--- src/rtl/lsbp_pkg.sv ---
// ----------------------------------------------------------------------------
// lsbp_pkg
// Shared types and constants of the block-push/pop LIFO stack.
// ----------------------------------------------------------------------------
`default_nettype none

package lsbp_pkg;

    // sizing of the stack and of the request fields
    localparam int STACK_DEPTH = 1024;
    localparam int ADDR_W      = $clog2(STACK_DEPTH);
    localparam int FILL_W      = $clog2(STACK_DEPTH + 1);
    localparam int COUNT_W     = 11;
    localparam int VALUE_W     = 32;
    // wide enough for fill + count without wrap, and for the 11-bit depth view
    localparam int WIDE_W      = ((FILL_W > COUNT_W) ? FILL_W : COUNT_W) + 1;

    // request kinds
    typedef enum logic [1:0] {
        REQ_PUSH  = 2'd0,
        REQ_POP   = 2'd1,
        REQ_CLEAR = 2'd2,
        REQ_QUERY = 2'd3
    } t_req;

    // result status codes
    typedef enum logic [1:0] {
        STAT_OK        = 2'd0,
        STAT_UNDERFLOW = 2'd1,
        STAT_OVERFLOW  = 2'd2
    } t_status;

    // sequencer states
    typedef enum logic [2:0] {
        ST_IDLE,
        ST_PREV_RD,
        ST_PREV_WAIT,
        ST_PUSH,
        ST_TOP_RD,
        ST_TOP_WAIT,
        ST_DONE
    } t_state;

    // one stored word: value plus min and max of the entries at and below it
    typedef struct packed {
        logic signed [VALUE_W-1:0] val;
        logic signed [VALUE_W-1:0] min;
        logic signed [VALUE_W-1:0] max;
    } t_entry;

    // memory port command from the sequencer
    typedef struct packed {
        logic              wr_en;
        logic [ADDR_W-1:0] wr_addr;
        t_entry            wr_data;
        logic              rd_en;
        logic [ADDR_W-1:0] rd_addr;
    } t_ram_cmd;

    // one result item
    typedef struct packed {
        logic [COUNT_W-1:0]        depth;
        logic signed [VALUE_W-1:0] top;
        logic                      empty;
        logic signed [VALUE_W-1:0] min;
        logic signed [VALUE_W-1:0] max;
        t_status                   status;
    } t_result;

endpackage

`default_nettype wire

--- src/rtl/lsbp_engine.sv ---
// ----------------------------------------------------------------------------
// lsbp_engine
// Request sequencer: fill level, push-run writes with running min/max,
// and the top-entry read that yields each result.
// ----------------------------------------------------------------------------
`default_nettype none

module lsbp_engine (
    input  wire logic                          i_clk,
    input  wire logic                          i_rst_n,
    // request channel
    input  wire logic                          i_req_valid,
    output logic                               o_req_ready,
    input  wire lsbp_pkg::t_req                i_req_type,
    input  wire logic signed [31:0]            i_req_start,
    input  wire logic [10:0]                   i_req_count,
    // result handoff to the output register
    output logic                               o_res_valid,
    input  wire logic                          i_res_ready,
    output lsbp_pkg::t_result                  o_res,
    // memory
    output lsbp_pkg::t_ram_cmd                 o_ram_cmd,
    input  wire lsbp_pkg::t_entry              i_ram_rd_data
);

    import lsbp_pkg::*;

    t_state                    r_state,   n_state;
    logic [FILL_W-1:0]         r_fill,    n_fill;
    logic [COUNT_W-1:0]        r_left,    n_left;
    logic signed [VALUE_W-1:0] r_val,     n_val;
    logic signed [VALUE_W-1:0] r_run_min, n_run_min;
    logic signed [VALUE_W-1:0] r_run_max, n_run_max;
    logic                      r_run_ok,  n_run_ok;
    t_status                   r_status,  n_status;
    logic signed [VALUE_W-1:0] r_top,     n_top;
    logic signed [VALUE_W-1:0] r_min,     n_min;
    logic signed [VALUE_W-1:0] r_max,     n_max;

    logic                      accept;
    logic [WIDE_W-1:0]         push_sum;
    logic [WIDE_W-1:0]         fill_wide;
    logic [ADDR_W-1:0]         top_addr;
    logic signed [VALUE_W-1:0] push_min;
    logic signed [VALUE_W-1:0] push_max;

    assign accept    = i_req_valid && o_req_ready;
    assign fill_wide = WIDE_W'(r_fill);
    assign push_sum  = WIDE_W'(i_req_count) + fill_wide;
    assign top_addr  = ADDR_W'(r_fill - FILL_W'(1));

    // prefix min/max of the entry being written
    always_comb begin
        if (r_run_ok) begin
            push_min = (r_val < r_run_min) ? r_val : r_run_min;
            push_max = (r_val > r_run_max) ? r_val : r_run_max;
        end else begin
            push_min = r_val;
            push_max = r_val;
        end
    end

    // state and datapath registers
    always_ff @(posedge i_clk) begin
        if (!i_rst_n) begin
            r_state <= ST_IDLE;
            r_fill  <= '0;
        end else begin
            r_state <= n_state;
            r_fill  <= n_fill;
        end
    end

    always_ff @(posedge i_clk) begin
        r_left    <= n_left;
        r_val     <= n_val;
        r_run_min <= n_run_min;
        r_run_max <= n_run_max;
        r_run_ok  <= n_run_ok;
        r_status  <= n_status;
        r_top     <= n_top;
        r_min     <= n_min;
        r_max     <= n_max;
    end

    // next state, memory commands and handshakes
    always_comb begin
        n_state   = r_state;
        n_fill    = r_fill;
        n_left    = r_left;
        n_val     = r_val;
        n_run_min = r_run_min;
        n_run_max = r_run_max;
        n_run_ok  = r_run_ok;
        n_status  = r_status;
        n_top     = r_top;
        n_min     = r_min;
        n_max     = r_max;

        o_req_ready       = 1'b0;
        o_res_valid       = 1'b0;
        o_ram_cmd.wr_en   = 1'b0;
        o_ram_cmd.wr_addr = r_fill[ADDR_W-1:0];
        o_ram_cmd.wr_data = '{val: r_val, min: push_min, max: push_max};
        o_ram_cmd.rd_en   = 1'b0;
        o_ram_cmd.rd_addr = top_addr;

        case (r_state)
            ST_IDLE: begin
                o_req_ready = 1'b1;
                if (accept) begin
                    n_status = STAT_OK;
                    n_state  = ST_TOP_RD;
                    case (i_req_type)
                        REQ_PUSH: begin
                            if (push_sum > WIDE_W'(STACK_DEPTH)) begin
                                n_status = STAT_OVERFLOW;
                            end else if (i_req_count != '0) begin
                                n_left   = i_req_count;
                                n_val    = i_req_start;
                                n_run_ok = 1'b0;
                                n_state  = (r_fill != '0) ? ST_PREV_RD : ST_PUSH;
                            end
                        end
                        REQ_POP: begin
                            if (WIDE_W'(i_req_count) > fill_wide) begin
                                n_fill   = '0;
                                n_status = STAT_UNDERFLOW;
                            end else begin
                                n_fill = r_fill - FILL_W'(i_req_count);
                            end
                        end
                        REQ_CLEAR: begin
                            n_fill = '0;
                        end
                        default: begin
                            n_fill = r_fill;
                        end
                    endcase
                end
            end
            // fetch the running extremes held with the current top
            ST_PREV_RD: begin
                o_ram_cmd.rd_en = 1'b1;
                n_state         = ST_PREV_WAIT;
            end
            ST_PREV_WAIT: begin
                n_run_min = i_ram_rd_data.min;
                n_run_max = i_ram_rd_data.max;
                n_run_ok  = 1'b1;
                n_state   = ST_PUSH;
            end
            // one entry of the run per cycle
            ST_PUSH: begin
                o_ram_cmd.wr_en = 1'b1;
                n_run_min       = push_min;
                n_run_max       = push_max;
                n_run_ok        = 1'b1;
                n_val           = r_val + VALUE_W'(1);
                n_fill          = r_fill + FILL_W'(1);
                n_left          = r_left - COUNT_W'(1);
                if (r_left == COUNT_W'(1)) begin
                    n_state = ST_TOP_RD;
                end
            end
            // read the top entry, or report zeros when empty
            ST_TOP_RD: begin
                if (r_fill != '0) begin
                    o_ram_cmd.rd_en = 1'b1;
                    n_state         = ST_TOP_WAIT;
                end else begin
                    n_top   = '0;
                    n_min   = '0;
                    n_max   = '0;
                    n_state = ST_DONE;
                end
            end
            ST_TOP_WAIT: begin
                n_top   = i_ram_rd_data.val;
                n_min   = i_ram_rd_data.min;
                n_max   = i_ram_rd_data.max;
                n_state = ST_DONE;
            end
            ST_DONE: begin
                o_res_valid = 1'b1;
                if (i_res_ready) begin
                    n_state = ST_IDLE;
                end
            end
            default: begin
                n_state = ST_IDLE;
            end
        endcase
    end

    // result fields
    assign o_res.depth  = fill_wide[COUNT_W-1:0];
    assign o_res.top    = r_top;
    assign o_res.empty  = (r_fill == '0);
    assign o_res.min    = r_min;
    assign o_res.max    = r_max;
    assign o_res.status = r_status;

endmodule

`default_nettype wire

--- config.mk ---
export PLATFORM = sky130hd
export DESIGN_NAME = lsbp_engine
export DESIGN_NICKNAME = d
export VERILOG_FILES = /design/src/rtl/lsbp_pkg.sv /design/src/rtl/lsbp_engine.sv
export SDC_FILE = /design/constraint.sdc
export NUM_CORES = 1
export LEC_CHECK = 0
export ABC_AREA = 1
export BUFFER_PORTS_ARGS = -buffer_cell sky130_fd_sc_hd__buf_2
export CAP_MARGIN = 20
export CORE_UTILIZATION = 50
export DETAILED_ROUTE_END_ITERATION = 6
export GPL_TIMING_DRIVEN = 0
export PLACE_DENSITY = 0.76
export SYNTH_ARGS = -nofsm -noshare
export SYNTH_HDL_FRONTEND = slang
export SYNTH_SLANG_ARGS = --single-unit
export TNS_END_PERCENT = 30
--- constraint.sdc ---
create_clock -name i_clk -period 8.7 [get_ports i_clk]
set_clock_uncertainty 0.1 [all_clocks]
set_input_delay 1.74 -clock i_clk [delete_from_list [all_inputs] [get_ports i_clk]]
set_output_delay 1.74 -clock i_clk [all_outputs]
set_load 0.01 [all_outputs]
## Word level (Yosys, flattened, before mapping)

Index checks and enable logic that the tools add are counted.

| word-level totals | value |
|---|---|
| register bits after elaboration | 220 |
| input bits | 145 |
| output and inout port bits | 230 |
| logic and storage cells | 101 |

| operators by class | value |
|---|---|
| add/sub/neg operators | 6 |
| magnitude comparators | 4 |
| equality and inequality tests | 17 |
| muxes and demuxes | 46 |
| reductions and logical operators | 17 |

Operators by type and width:

| kind | number |
|---|---|
| $pmux W32 S2 | 6 |
| $mux W32 | 9 |
| $mux W11 | 6 |
| $pmux W11 S2 | 3 |
| $add A32 B2 Y32 const B | 1 |
| $gt A32 B32 Y1 | 1 |
| $lt A32 B32 Y1 | 1 |
| $reduce_bool A11 Y1 | 2 |
| $pmux W3 S7 | 1 |
| $mux W3 | 6 |
| $add A11 B11 Y12 | 1 |
| $gt A12 B11 Y1 const B | 1 |
| $ne A2 B2 Y1 const B | 6 |
| $add A11 B1 Y11 const B | 1 |
| $eq A11 B1 Y1 const B | 1 |
| $gt A11 B11 Y1 | 1 |
| $logic_not A11 Y1 | 1 |
| $sub A11 B1 Y11 const B | 1 |
| $sub A11 B11 Y11 | 1 |
| $reduce_and A5 Y1 | 2 |
| $sub A10 B1 Y10 const B | 1 |
| $eq A3 B3 Y1 const B | 3 |
| $mux W1 | 9 |
| $reduce_bool A2 Y1 | 4 |
| other kinds (15) | 21 |

## Logic depth before layout (Yosys ltp)

Gate-level depths: netlist of run 1.

| logic depth | value |
|---|---|
| depth after elaboration | 7 |
| gate-level depth with buffers | 22 |
| mapped depth without buffers | 21 |

## Worst setup path after synthesis of run 1

No wires, ideal clock.

| path | value |
|---|---|
| kind | input port to flip-flop |
| from | in i_req_count[0] |
| to | reg r_left[0] (enable) |
| setup time | 0.509 ns |
| arrival time | 6.273 ns |
| data required time | 8.091 ns |
| slack | 1.818 ns |
| stages on the path | 16 |
| path buffers | 0 |
| path through | ha_1 > inv_1 > fa_1 > inv_1 > nand2_1 > nand2_1 > nand2_1 > nand3_1 > nand2_1 > inv_1 > nand2_1 > nor2_1 > nand2_1 > nand2_2 > nand2_1 > a21boi_0 |

| on the way | value |
|---|---|
| longest elaborated chain between the ends | 4 |
| elaborated cells on any way between the ends | 6 |
| those cells by class | 1 x add/sub; 1 x order compare; 2 x eq/ne; 2 x reduce/logical |

Ends and longest elaborated chain:

| item | RTL line | source |
|---|---|---|
| start: declaration | lsbp_engine.sv:16 | `input wire logic [10:0] i_req_count,` |
| $add A11 B11 Y12 | lsbp_engine.sv:49 | `assign push_sum = WIDE_W'(i_req_count) + fill_wide;` |
| $gt A12 B11 Y1 | lsbp_engine.sv:116 | `if (push_sum > WIDE_W'(STACK_DEPTH)) begin` |
| $ne A2 B2 Y1 (no line) | -- |  |
| $reduce_and A5 Y1 (no line) * | -- |  |
| end signal: assignment | lsbp_engine.sv:75 | `r_left <= n_left;` |
| end: declaration | lsbp_engine.sv:30 | `logic [COUNT_W-1:0] r_left, n_left;` |

Every way passes the cells marked *; elsewhere a longest branch is shown, timed or not.
A chain may end at the register's enable or synchronous reset.

==> results of run 1 <==
-- per-stage QoR --
| step | std cells | setup WS (ns) | utilization | instance area, sq um |
|---|---|---|---|---|
| 6_report | 2581 | 3.31 | 0.630 | 17700 |
| 2_1_floorplan | 1775 | 1.82 | - | 14400 |
| 4_1_cts | 2578 | 3.38 | 0.630 | 17600 |
| 3_5_place_dp | 2531 | 3.62 | 0.600 | 16800 |
| 3_3_place_gp | 2527 | -0.601 | 0.596 | 16700 |
| 5_1_grt | 2579 | 3.14 | 0.630 | 17600 |
-- worst max-delay path: cells and delay by family, from the launching register on --
family	cells	cell delay [ns]
adders and majority gates	1	0.37
buffers and inverters	2	0.43
DFF	1	0.53
and+or+nand+nor	10	1.67
-- per-layer routing --
metal  track usage  routed length [um]
met1         0.390               19000
met2         0.527               22000
met3        0.0469                3670
met4        0.0955                1300
met5             0                   0
-- cell type report --
class / instances / area [sq um] / area share
diodes: 3 / 7.51 / 0.000425
repair buffers: 378 / 1960 / 0.111
clock buffers: 26 / 651 / 0.0369
well taps: 378 / 473 / 0.0268
clock inverters: 21 / 186 / 0.0106
multi-input cells: 1190 / 6470 / 0.367
plain buffers: 76 / 353 / 0.0200
inverters: 289 / 1090 / 0.0615
flip-flops and latches: 220 / 6470 / 0.366
-- cells by family (layout without fill, tap and decap cells) --
logic type,Yosys count,count (layout),share of synthesized area
adders and majority gates,92,92,0.0813
AOI/OAI and AO/OA,164,164,0.0633
DFF,220,220,0.451
and+or+nand+nor,896,896,0.281
xor gates and xnor gates,38,38,0.0232
buffers and inverters,365,790,0.100
other,0,3,0
-- power groups by stage --
| stage | registers, mW | clock network (mW) | logic, mW |
|---|---|---|---|
| after floorplan | 1.85 | 0 | 1.67 |
| after global placement | 1.82 | 0 | 2.79 |
| after detailed placement | 1.77 | 0 | 2.90 |
| after CTS | 1.75 | 1.09 | 2.92 |
| after global routing | 1.79 | 1.13 | 3.23 |
| final | 1.75 | 1.09 | 2.95 |
-- worst max path at each step --
stage                        start            end  depth (start not counted)
floorplan           i_req_count[0]      r_left[0]                         16
detailed placement  i_req_count[0]      r_val[14]                         16
global placement    i_req_count[0]      r_val[16]                         15
finish                   r_val[27]  o_ram_cmd[28]                         13
CTS                      r_val[27]  o_ram_cmd[35]                         13
global route             r_val[17]  o_ram_cmd[65]                         12
-- state kept, by name (all words and copies together), names as in the netlist --
signal	cells
r_max	32
r_val	32
r_run_min	32
r_top	32
r_run_ok	1
r_status	2
r_run_max	32
r_left	11
r_fill	11
r_state	3
r_min	32
-- placed cells by master, fill, tap and decap left out, types with 3 or more instances in the layout --
cell type	Yosys	routed
bufinv_16	0	3
dfxtp_1	14	14
nor2_1	163	162
edfxtp_1	206	206
o21bai_1	3	3
a31oi_1	9	9
buf_4	12	12
nor2_2	3	3
and2_1	65	65
diode_2	0	3
o21a_1	4	4
a221oi_1	4	4
inv_1	285	285
inv_2	3	3
nor3_2	3	3
nand2_2	3	3
nand2_1	414	413
nor3_1	25	25
nand3_1	143	143
clkinv_2	1	7
clkbuf_1	45	45
buf_2	18	392
nor4_1	10	10
nand3b_1	3	3
a21oi_1	67	67
o21ai_0	60	60
xor2_1	37	37
clkinv_1	0	9
buf_12	0	3
o31ai_1	5	5
ha_1	90	90
nand4_1	51	51
clkbuf_16	0	26
o211ai_1	6	6
==> results.ini, run 1 <==
[worst_hold_path]
worstHoldStart = r_fill[10]
hold_path_class = reg2reg
whs_path_depth = 2
holdPathEnd = r_fill[10]

[worst_setup_path]
r2r-end = r_top[26]
arrival_ns = 3.55
worst_setup_path_start_kind = flop
r2r_slack_ns = 4.94
crit_required_ns = 6.86
r2r_cells = 9
critPathKind = reg2out
rr_startpoint = r_fill[1]
max_stage_delay_ns = 0.53
path_cells = ha_1 > nand2_1 > nor2_1 > nand2_1 > nor3b_1 > nand2_1 > nand3_1 > nand3_1 > nand2_1 > buf_2 > nand2_1 > and2_1 > buf_2
cp_max_fo = 10
crit_path_top_delay_cell = edfxtp_1
endpoint_kind = primary output
crit_path_frequent_cell = nand2_1

[timing]
hold_slack_ns = 0.555
rsz0062_at_grt = no
finalCritPeriodShare = 0.619
relSlewSlack = 0.308
timing.setup.tns_ns = 0
finalHoldViolations = 0
final_max_slew_viol_count = 0
worst_pin_slew_ns = 1.03
fmax_ghz = 0.186
min_period_ns = 5.39
setup_violations = 0

[routing]
drt_wl_total_um = 46000
avgRoutedWirePerCell_um = 17.8
dr.pass1.iters = 6
via_per_inst = 5.30
drc = 0
antenna_left = 0
drtIter0Drc = 1300
num_vias = 13700

[floorplanning]
die-area_sq_um = 29400
die_h_um = 171
die_x_um = 171
rows = 61
coreArea_sq_um = 28000
start_util = 0.512
num_io_pins = 375

[finish]
syn_to_final_growth_pct = 23.0
nets = 2418
drive_gt1_frac = 0.215
nFillCells = 2491

[clock_tree]
clk_path_buf_depth = 3
tritoncts.num_buffers = 26
cts_root_buffer = clkbuf_16
hold_buffers = 0
cts_tree = built
cts_resized = 0
cts_setup_buffers = 0
insertion_delay_ns = 0.55
clkSlewWorstSetupHoldPaths_ns = 0.06
cts.sinks = 220
cts_max_level = 1

[placement]
io_buffers = 374
gp_congestion = 0.939
dp_hpwl_um = 35900

[yosys]
syn_area_sq_um = 14400
ys_seq_area_frac = 0.451
ys_types = 47
ys.flop_type = edfxtp_1
syn_inst = 1775
synth_most_common_cell = nand2_1
synth-edff-count = 206
yosysTopAreaCell = edfxtp_1
synth_top_cell_area_share = 0.431
yosys-top-cells-count = nand2_1 (414), inv_1 (285), edfxtp_1 (206)
async_flop_share = 0
synth_area_leaders = edfxtp_1 (43%), nand2_1 (11%), ha_1 (7.8%)
syn_area_per_cell_sq_um = 8.08
syn-num-nets = 2012
ys.warnings.count = 0
synth-seq-cells = 220

[pwr]
p_int_mw = 3.19
pwr-share-comb = 0.509
p_seq_frac = 0.303
fin_total_pwr_mw = 5.79
ir_drop_mv = 0.243
power.density_nw_per_um2 = 328
clock_power_share = 0.188
p_sw_mw = 2.60
total_leakage_power_nw = 8.73
swShare = 0.450

[global_route]
grt_max_degree = 58
grt_use_total = 0.304
antenna_found_initial = 2
grt_pass1_wl_um = 68400
grt_overflow_total = 0
grt_pass1_vias = 12900

[outcome]
status = finished clean

[job]
drv_cap = 0

Power figures use the tool's default switching activity.
==> inputs of run 2 (changes only) <==
- CORE_UTILIZATION: 50 -> 49
- PLACE_DENSITY: 0.76 -> 0.78
- clock period: 8.7 -> 4.7 ns (I/O delays scaled with it)
==> run 2 against run 1 <==
  * Core utilization shrank 1.8 points
  * Critical path depth is the same
  * Via count grew 1.2%
  * Register-to-register slack lost 4.0 ns
==> results.ini, run 2 (synthesis results as in run 1) <==
[placement]
io_buffers = 374  ; unchanged
gp_congestion = 0.939  ; about the same
placed_cells = 2537  ; was 2,531
pre_cts_slack_ns = 0.385  ; was 3.62 ns
dp_hpwl_um = 36300  ; was 35,900 um

[clock_tree]
cts_max_level = 1  ; unchanged
cts_root_buffer = clkbuf_16  ; unchanged
hold_buffers = 0  ; unchanged
cts_setup_buffers = 0  ; unchanged
cts.sinks = 220  ; unchanged
clkSlewWorstSetupHoldPaths_ns = 0.06  ; about the same
cts_tree = built  ; unchanged
clk_path_buf_depth = 3  ; unchanged
tritoncts.num_buffers = 25  ; was 26
insertion_delay_ns = 0.54  ; was 0.55 ns

[finish]
final_cells = 2586  ; was 2,581
nets = 2417  ; was 2,418
syn_to_final_growth_pct = 22.7  ; was 23.0%
drive_gt1_frac = 0.216  ; was 0.215
nFillCells = 2594  ; was 2,491
multi_input_area_sq_um = 6480  ; was 6470 sq um
final_common_cell = nand2_1  ; unchanged
seq_area_sq_um = 6470  ; unchanged
mostFrequentLayoutCells = nand2_1 (413), buf_2 (392), inv_1 (285)  ; unchanged

[routing]
antenna_left = 0  ; unchanged
drtIter0Drc = 1474  ; was 1,300
wl_met3_um = 4440  ; was 3670 um
num_vias = 13800  ; was 13.7k
top_layer = met4  ; unchanged
avgRoutedWirePerCell_um = 18.1  ; was 17.8 um
via_per_inst = 5.35  ; was 5.30
dr.pass1.iters = 5  ; was 6
wl_met2_um = 22200  ; was 22,000 um
drc = 0  ; unchanged
wl_met1_um = 18500  ; was 19,000 um
drt_wl_total_um = 46800  ; was 46,000 um

[worst_setup_path]
worst_setup_path_start_kind = flop  ; unchanged
max_stage_delay_ns = 0.52  ; was 0.53 ns
crit_path_frequent_cell = nand2_1  ; unchanged
path_cells = ha_1 > nand2_1 > nor2_1 > nand2_1 > nor3b_1 > nand2_1 > nand3_1 > nand3_1 > nand2_1 > buf_2 > nand2_1 > and2_1 > buf_2  ; unchanged
cp_max_fo = 10  ; unchanged
cpLargestDelayFamily = simple AND/OR/NAND/NOR gates  ; unchanged
crit_required_ns = 3.66  ; was 6.86 ns
critPathBufInv = 2  ; unchanged
critPathKind = reg2out  ; unchanged
crit_path_top_delay_cell = edfxtp_1  ; unchanged
arrival_ns = 3.52  ; was 3.55 ns
r2r_slack_ns = 0.94  ; was 4.94 ns
endpoint_kind = primary output  ; unchanged

[global_route]
grt_pass1_vias = 13200  ; was 12.9k
grt_use_total = 0.304  ; about the same
grt_overflow_total = 0  ; unchanged
grt_max_degree = 54  ; was 58
antenna_found_initial = 5  ; was 2
grt_pass1_wl_um = 71300  ; was 68,400 um

[floorplanning]
die_x_um = 173  ; was 171 um
start_util = 0.499  ; was 0.512
die_h_um = 173  ; was 171 um
coreArea_sq_um = 28800  ; was 28,000 sq um
die-area_sq_um = 30000  ; was 29,400 sq um
rows = 62  ; was 61
num_io_pins = 375  ; unchanged

[pwr]
power.density_nw_per_um2 = 603  ; was 328 nW/um^2
fin_total_pwr_mw = 10.6  ; was 5.79 mW
ir_drop_mv = 0.438  ; was 0.243 mV
total_leakage_power_nw = 8.71  ; was 8.73 nW

[timing]
relSlewSlack = 0.425  ; was 0.308
finalHoldViolations = 0  ; unchanged
final_max_slew_viol_count = 0  ; unchanged
fmax_ghz = 0.219
min_period_ns = 4.56
rsz0062_at_grt = no  ; unchanged
worst_pin_slew_ns = 0.860  ; was 1.03 ns
finalCritPeriodShare = 0.971
setup_violations = 0  ; unchanged
setup_ws_ns = 0.136  ; was 3.31 ns

[job]
drv_cap = 0  ; unchanged

[outcome]
status = finished clean  ; unchanged

[worst_hold_path]
hold_path_class = reg2reg  ; unchanged

## run 2: layout make-up
type,instances,share of cell area
Inverter,289,0.0617
Sequential cell,220,0.367
Timing Repair Buffer,378,0.112
Tap cell,384,0.0273
Multi-Input combinational cell,1190,0.368
Antenna cell,4,0.000568
Buffer,76,0.0203
Clock buffer,28,0.0362
Clock inverter,17,0.00760
## run 2: power breakdown
group	switching [mW]	internal, mW
clock network	0.808	1.08
logic	3.58	1.89
registers	0.400	2.86
## run 2: metal layers
layer,track usage,vias to the layer above
li1,-,6634
met1,0.384,6407
met2,0.519,706
met3,0.0583,96
met4,0.110,0
met5,0,-
## run 2: path summary, 6_finish.rpt
path | start | to | depth (start not counted)
max | r_val[27] | o_ram_cmd[39] | 13
min | r_fill[4] | r_fill[4] | 2
max reg2reg | r_fill[2] | r_left[3] | 14
min reg2reg | r_fill[4] | r_fill[4] | 2
## run 2: per-stage QoR
stage | instance area [sq um] | util | setup TNS (ns) | hold WS, ns
after floorplan | 14400 | - | 0 | 0.504
after global placement | 16700 | 0.580 | -186.91 | 0.531
after detailed placement | 16800 | 0.585 | 0 | 0.546
after CTS | 17600 | 0.611 | 0 | 0.555
after global routing | 17600 | 0.612 | 0 | 0.575
final | 17600 | 0.612 | 0 | 0.558
## run 2: tightest hold or removal path, stage by stage, from the launching register on
cell and delay, ns:
dfxtp_1 0.39, o21ai_0 0.18, a21oi_1 0.04
## run 2: what timing repair did
action,CTS,global route
resized for setup,0,9
endpoints found under the setup margin,0,16
hold endpoints to repair,0,0
